File: src/hw/rtl/lphm_pkg.sv
// Shared types and constants for the linear-probe hash map.
// No dependencies.
package lphm_pkg;
    localparam int unsigned TableDepth = 256;
    localparam int unsigned IdxW = $clog2(TableDepth);
    localparam int unsigned LenW = 12;
    localparam int unsigned CntW = $clog2(TableDepth + 1);
    localparam logic [31:0] HashMult = 32'd2654435761;

    typedef enum logic [1:0] {
        ACT_INSERT = 2'd0,
        ACT_LOOKUP = 2'd1,
        ACT_DELETE = 2'd2,
        ACT_CLEAR  = 2'd3
    } action_t;

    typedef enum logic [1:0] {
        ST_DONE     = 2'd0,
        ST_NOTFOUND = 2'd1,
        ST_FULL     = 2'd2
    } status_t;

    typedef enum logic [1:0] {
        MARK_EMPTY   = 2'd0,
        MARK_LIVE    = 2'd1,
        MARK_DELETED = 2'd2
    } mark_t;

    // Controller to datapath.
    typedef struct packed {
        logic load;       // capture input word and hash
        logic hash;       // form home slot from product
        logic rd;         // issue read at probe index
        logic adv;        // advance probe index
        logic write_hit;  // update value at probe slot
        logic write_new;  // write new entry at chosen slot
        logic write_del;  // mark probe slot deleted
        logic clr_step;   // clear one slot at clear index
        logic clr_start;
        logic finish;     // form result
        status_t status;
        logic found;
    } cmd_t;

    // Datapath to controller.
    typedef struct packed {
        action_t action;
        logic    is_empty;
        logic    is_hit;
        logic    have_del;
        logic    probe_last;
        logic    clr_last;
    } stat_t;
endpackage

File: src/hw/rtl/lphm_ctrl.sv
// Controller of the hash map: sequences hashing, probing, writes and clears.
// Depends on lphm_pkg.
module lphm_ctrl
    import lphm_pkg::*;
(
    input  logic  clk,
    input  logic  rst_n,
    input  logic  in_valid,
    output logic  in_ready,
    output logic  out_valid,
    input  logic  out_ready,
    input  stat_t stat,
    output cmd_t  cmd
);
    typedef enum logic [2:0] {
        S_INIT, S_IDLE, S_HASH, S_READ, S_CHECK, S_CLEAR, S_OUT
    } state_t;

    state_t state_reg;
    logic   out_valid_reg;

    assign in_ready  = state_reg == S_IDLE;
    assign out_valid = out_valid_reg;

    always_comb
    begin
        cmd = '0;
        cmd.status = ST_DONE;
        case (state_reg)
            S_INIT:
            begin
                cmd.clr_step = 1'b1;
            end
            S_IDLE:
            begin
                cmd.load = in_valid;
            end
            S_HASH:
            begin
                if (stat.action == ACT_CLEAR)
                begin
                    cmd.clr_start = 1'b1;
                end
                else
                begin
                    cmd.hash = 1'b1;
                end
            end
            S_READ:
            begin
                cmd.rd = 1'b1;
            end
            S_CHECK:
            begin
                if (stat.is_hit)
                begin
                    cmd.finish = 1'b1;
                    cmd.found  = stat.action != ACT_INSERT;
                    cmd.write_hit = stat.action == ACT_INSERT;
                    cmd.write_del = stat.action == ACT_DELETE;
                end
                else if (stat.is_empty || stat.probe_last)
                begin
                    cmd.finish = 1'b1;
                    if (stat.action == ACT_INSERT)
                    begin
                        if (stat.is_empty || stat.have_del)
                        begin
                            cmd.write_new = 1'b1;
                        end
                        else
                        begin
                            cmd.status = ST_FULL;
                        end
                    end
                    else
                    begin
                        cmd.status = ST_NOTFOUND;
                    end
                end
                else
                begin
                    cmd.adv = 1'b1;
                end
            end
            S_CLEAR:
            begin
                cmd.clr_step = 1'b1;
                cmd.finish   = stat.clr_last;
            end
            default:
            begin
                cmd.status = ST_DONE;
            end
        endcase
    end

    always_ff @(posedge clk or negedge rst_n)
    begin
        if (!rst_n)
        begin
            state_reg     <= S_INIT;
            out_valid_reg <= 1'b0;
        end
        else
        begin
            case (state_reg)
                S_INIT:
                begin
                    if (stat.clr_last)
                    begin
                        state_reg <= S_IDLE;
                    end
                end
                S_IDLE:
                begin
                    if (in_valid)
                    begin
                        state_reg <= S_HASH;
                    end
                end
                S_HASH:
                begin
                    state_reg <= (stat.action == ACT_CLEAR) ? S_CLEAR : S_READ;
                end
                S_READ:
                begin
                    state_reg <= S_CHECK;
                end
                S_CHECK:
                begin
                    if (cmd.finish)
                    begin
                        state_reg     <= S_OUT;
                        out_valid_reg <= 1'b1;
                    end
                    else
                    begin
                        state_reg <= S_READ;
                    end
                end
                S_CLEAR:
                begin
                    if (stat.clr_last)
                    begin
                        state_reg     <= S_OUT;
                        out_valid_reg <= 1'b1;
                    end
                end
                S_OUT:
                begin
                    if (out_ready)
                    begin
                        state_reg     <= S_IDLE;
                        out_valid_reg <= 1'b0;
                    end
                end
                default:
                begin
                    state_reg <= S_IDLE;
                end
            endcase
        end
    end
endmodule

File: config.mk
export PLATFORM = sky130hd
export DESIGN_NAME = lphm_ctrl
export DESIGN_NICKNAME = d
export VERILOG_FILES = /design/src/hw/rtl/lphm_pkg.sv /design/src/hw/rtl/lphm_ctrl.sv
export SDC_FILE = /design/constraint.sdc
export NUM_CORES = 1
export LEC_CHECK = 0
export ABC_CLOCK_PERIOD_IN_PS = 1900
export CORE_MARGIN = 2
export CORE_UTILIZATION = 25
export CTS_CLUSTER_SIZE = 24
export DETAILED_ROUTE_END_ITERATION = 16
export DONT_BUFFER_PORTS = 1
export GPL_TIMING_DRIVEN = 0
export MAX_ROUTING_LAYER = met4
export PLACE_DENSITY = 0.49
export SYNTH_ARGS = -nofsm -noshare
export SYNTH_HDL_FRONTEND = slang
export SYNTH_SLANG_ARGS = --single-unit
File: constraint.sdc
create_clock -name clk -period 1.9 [get_ports clk]
set_input_delay 0.19 -clock clk [delete_from_list [all_inputs] [get_ports clk]]
set_output_delay 0.19 -clock clk [all_outputs]
set_load 0.005 [all_outputs]
# ---- Yosys cells after proc, flatten, opt, wreduce, memory -nomap -nowiden
# Cells that the tools add are included.
dict set report word_totals {
  reg_bits 4
  input_bits 11
  out_inout_bits 15
  wordCells 60
}
dict set report classes {
  eq_ne 13
  n_mux 36
  n_reduce_logical 9
}
# op count
set ops {}
lappend ops {{1-bit 2-to-1 mux} 21}
lappend ops {{3-bit 2-to-1 mux} 7}
lappend ops {{3-bit case mux with 7 select lines} 1}
lappend ops {{2-bit inequality test (second input constant)} 5}
lappend ops {{3-bit equality test (second input constant)} 3}
lappend ops {{2-bit 2-to-1 mux} 4}
lappend ops {{4-bit AND reduction} 2}
lappend ops {{3-bit by 2-bit equality test with 1-bit output (second input constant)} 2}
lappend ops {{2-bit equality test (second input constant)} 2}
lappend ops {{4-bit 2-to-1 mux} 1}
lappend ops {{3-bit by 1-bit equality test with 1-bit output (second input constant)} 1}
lappend ops {{3-bit logical NOT} 1}
lappend ops {{1-bit case mux with 3 select lines} 1}
lappend ops {{3-bit nonzero test} 1}
lappend ops {{2-bit logical NOT} 1}
lappend ops {{1-bit logical OR} 2}
lappend ops {{1-bit case mux with 2 select lines} 1}
lappend ops {{2-bit nonzero test} 1}
lappend ops {{2-bit OR reduction} 1}

# ---- Logic depth before layout (Yosys ltp)
dict set report depth {
  depth_word 8
  ltp_mapped 4
}

# ---- Least setup slack after synthesis
# OpenSTA, ideal clock, no wires.
dict set report synth_path {
  path_type {reg2out}
  start {reg state_reg[0]}
  end {out cmd[7] (netlist bit)}
  t_arrival_ns 1.268
  t_required_ns 1.710
  setup_slack_ns 0.442
  path_stages_with_launch 4
  path_cell_list {dfrtp_1 buf_6 or4_4 nor4_2}
}
# item line
set synth_rtl {}
lappend synth_rtl {{from (decl)} lphm_ctrl.sv:19} ;# state_t state_reg;
lappend synth_rtl {{from (signal assigned)} lphm_ctrl.sv:124} ;# state_reg <= (stat.action == ACT_CLEAR) ? S_CLEAR : S_READ;
lappend synth_rtl {{to (decl)} lphm_ctrl.sv:13} ;# output cmd_t cmd

==> run summary <==
total number of vias -> 407
Max Clk Rate -> 559.0 MHz
remaining antenna violation count after routing -> 0
Max Slew Vio Count -> 0
WL/cell -> 14.35 microns
crit path cell chain -> buf_6, or4_4, nor4_2
Vias/cell -> 5.500
TritonCTS buffer count -> 3
Area contributors post-synth -> dfrtp_1 24%, nor2_1 9.0%, nor3_1 4.8%
# fillers -> 177
FF+latch area -> 100.1 sq um
sw power -> 319.5 uW
CTS max path bufs -> 2
Die W -> 44.95 microns
Final Wtd Congestion -> 0.6720
core box area -> 1541 sq um
Max Cap Viol -> 0
Yosys top cell by area -> dfrtp_1
CP max FO -> 10
chip height -> 44.95 microns
Port Buffers -> 0
Worst-Skew Late Latency -> 0.23 ns
VDD IR-drop max -> 0.5861 mV
post-synthesis sequential area ratio -> 23.88%
RSZ-0062 raised after global routing -> no
Mean Syn Cell Area -> 7.762 sq um
post-synth top area share -> 23.88%
# H-tree levels -> 1
area of the die -> 2020 sq um
Final setup viols -> 0
initial antenna violation count -> 0
Worst-Margin Slew -> 0.3049 ns
Mapped Nets -> 65
Syn. warnings -> 0
Gate power share -> 61.8%
Initial Utilization -> 27.19%
gr ovfl total -> 0
Cells after Synth -> 54
largest net degree at the start of global routing -> 11
Gates resized, CTS repair -> 0
final critical-path share of the clock period -> 94.15%
Final Hold Vio Count -> 0
layout cell share with drive strength beyond 1 -> 18.97%
clk slew on worst S/H paths -> 0.04 ns
startpoint types -> flop
Yosys reg bits -> 4
Clk pwr share -> 14.2%
first-pass GRT wire length -> 1580 microns
setup TNS -> 0 ns
CTS tree -> built
Worst EP required -> 1.71 ns
Worst Setup SP -> state_reg[0]
clk root buf -> clkbuf_4
crit path DAT -> 1.60 ns
synthesized area -> 419.2 sq um
clock tree sinks -> 4
run status -> complete, no violations
cts hold-fix bufs -> 1
CP max stage cell -> or4_4
RR Startpoint -> state_reg[0]
Crit Path Class -> flop to output pin
Internal -> 400.1 uW
Final nets -> 71
Critical Path End Type -> output pin
n_diodes -> 0
sequential share of power -> 24.0%
Detailed Routing Iterations Pass 1 -> 4
drt drc -> 0
synth-to-layout area growth -> 12.54%
fin util -> 30.60%
crit-path max cell delay -> 0.52 ns
hold crit path type -> input pin to async pin
slew margin rel. -> 79.40%
setup bufs post-CTS -> 0
Iter 0 DRT Violations -> 8
I/O pin count -> 26
Worst Clk Skew -> 0.004825 ns
row count -> 14
number of global-route vias before repair -> 395
Multi-input gate area -> 294.0 sq um
unique cell type count in the Yosys netlist -> 28
final wirelength -> 1062 microns
Power per Cell Area -> 1526 nW/um^2
switch share -> 44.40%
Total GRT Usage -> 11.17%
crit path time final -> 1.789 ns
Pleak -> 0.1975 nW
max reg flops -> 3
[power by group through the flow]
stage | sequential [mW] | clock (mW) | combinational [mW]
after CTS | 0.172 | 0.111 | 0.453
after global routing | 0.176 | 0.114 | 0.505
after global placement | 0.171 | 0 | 0.450
after floorplan | 0.158 | 0 | 0.375
after detailed placement | 0.174 | 0 | 0.448
final | 0.173 | 0.102 | 0.445
[through the flow]
step / area (sq um) / instances / setup WS, ns / hold slack, ns / power (mW)
floorplan: 419.2 / 54 / 0.4418 / -0.1056 / 0.5321
CTS: 471.7 / 74 / 0.08740 / 0.2116 / 0.7358
finish: 471.7 / 74 / 0.1111 / 0.2207 / 0.7196
global route: 471.7 / 74 / 0.07131 / 0.2318 / 0.7946
global placement: 439.2 / 70 / 0.3700 / -0.1055 / 0.6217
detailed placement: 439.2 / 70 / 0.3372 / -0.1055 / 0.6217
[final timing paths]
path,end,slack [ns],cells after the start
max,cmd[7],0.11,3
min,state_reg[2],0.22,1
max reg2reg,state_reg[0],0.50,4
min reg2reg,out_valid,0.65,2
max in group asynchronous,state_reg[0],1.51,1
min in group clk,out_valid,0.22,2
[critical path, delay by kind of cell (launching register included)]
family	cells	cell delay, ns
AND/OR/NAND/NOR	2	0.80
flip-flops	1	0.41
buffers and inverters	1	0.16
[placed cells by master, fill, tap and decap left out, drive strengths merged, types with 2 or more instances in the layout]
| master | synthesis | layout |
|---|---|---|
| buf | 3 | 3 |
| clkbuf | 0 | 3 |
| dfrtp | 4 | 4 |
| nor3 | 4 | 4 |
| and3 | 2 | 2 |
| nand2 | 2 | 2 |
| nand2b | 3 | 3 |
| o21ai | 3 | 3 |
| or4 | 2 | 2 |
| nor2b | 3 | 3 |
| nor2 | 10 | 10 |
| a21o | 2 | 2 |
| a21oi | 2 | 2 |
[cell type report]
type	instances	share of cell area, %
Buffer	3	4.509
Clock buffer	3	4.775
Inverter	1	0.7958
Multi-Input combinational cell	46	62.33
Sequential cell	4	21.22
Tap cell	16	4.244
Timing Repair Buffer	1	2.122
[routing by layer]
metal	share of wire (%)	GRT usage (%)	up-vias	wire [microns]
met5	0	-	-	0
met4	0	5.294	0	0
met3	12	3.600	0	130
met2	45	17.43	24	478
met1	43	12.90	178	453
li1	-	-	205	-
[synth_stat cells]
library cell  count
nor2_1           10
mux2_2            1
nor4bb_1          1
a21o_1            2
dfrtp_1           4
o22ai_1           1
nand2_1           2
or4_1             1
a21oi_1           2
and4bb_2          1
nor3b_1           1
a32o_1            1
nand3_1           1
inv_1             1
nor4_2            1
or4_4             1
and2_1            1
nor3_1            4
o211ai_1          1
buf_6             1
buf_2             2
mux2i_1           1
and3_1            2
nor2b_1           3
a211oi_2          1
and3b_1           1
o21ai_0           3
nand2b_1          3
[kinds of logic (layout without fill, tap and decap cells)]
kind of cell | after synthesis | count (layout) | synth area share [%]
flip-flops | 4 | 4 | 23.88
AND/OR/NAND/NOR | 33 | 33 | 46.87
buffers and inverters | 4 | 8 | 5.969
AO/OA/AOI/OAI | 11 | 11 | 18.21
multiplexers | 2 | 2 | 5.075
Power figures use the tool's default switching activity.
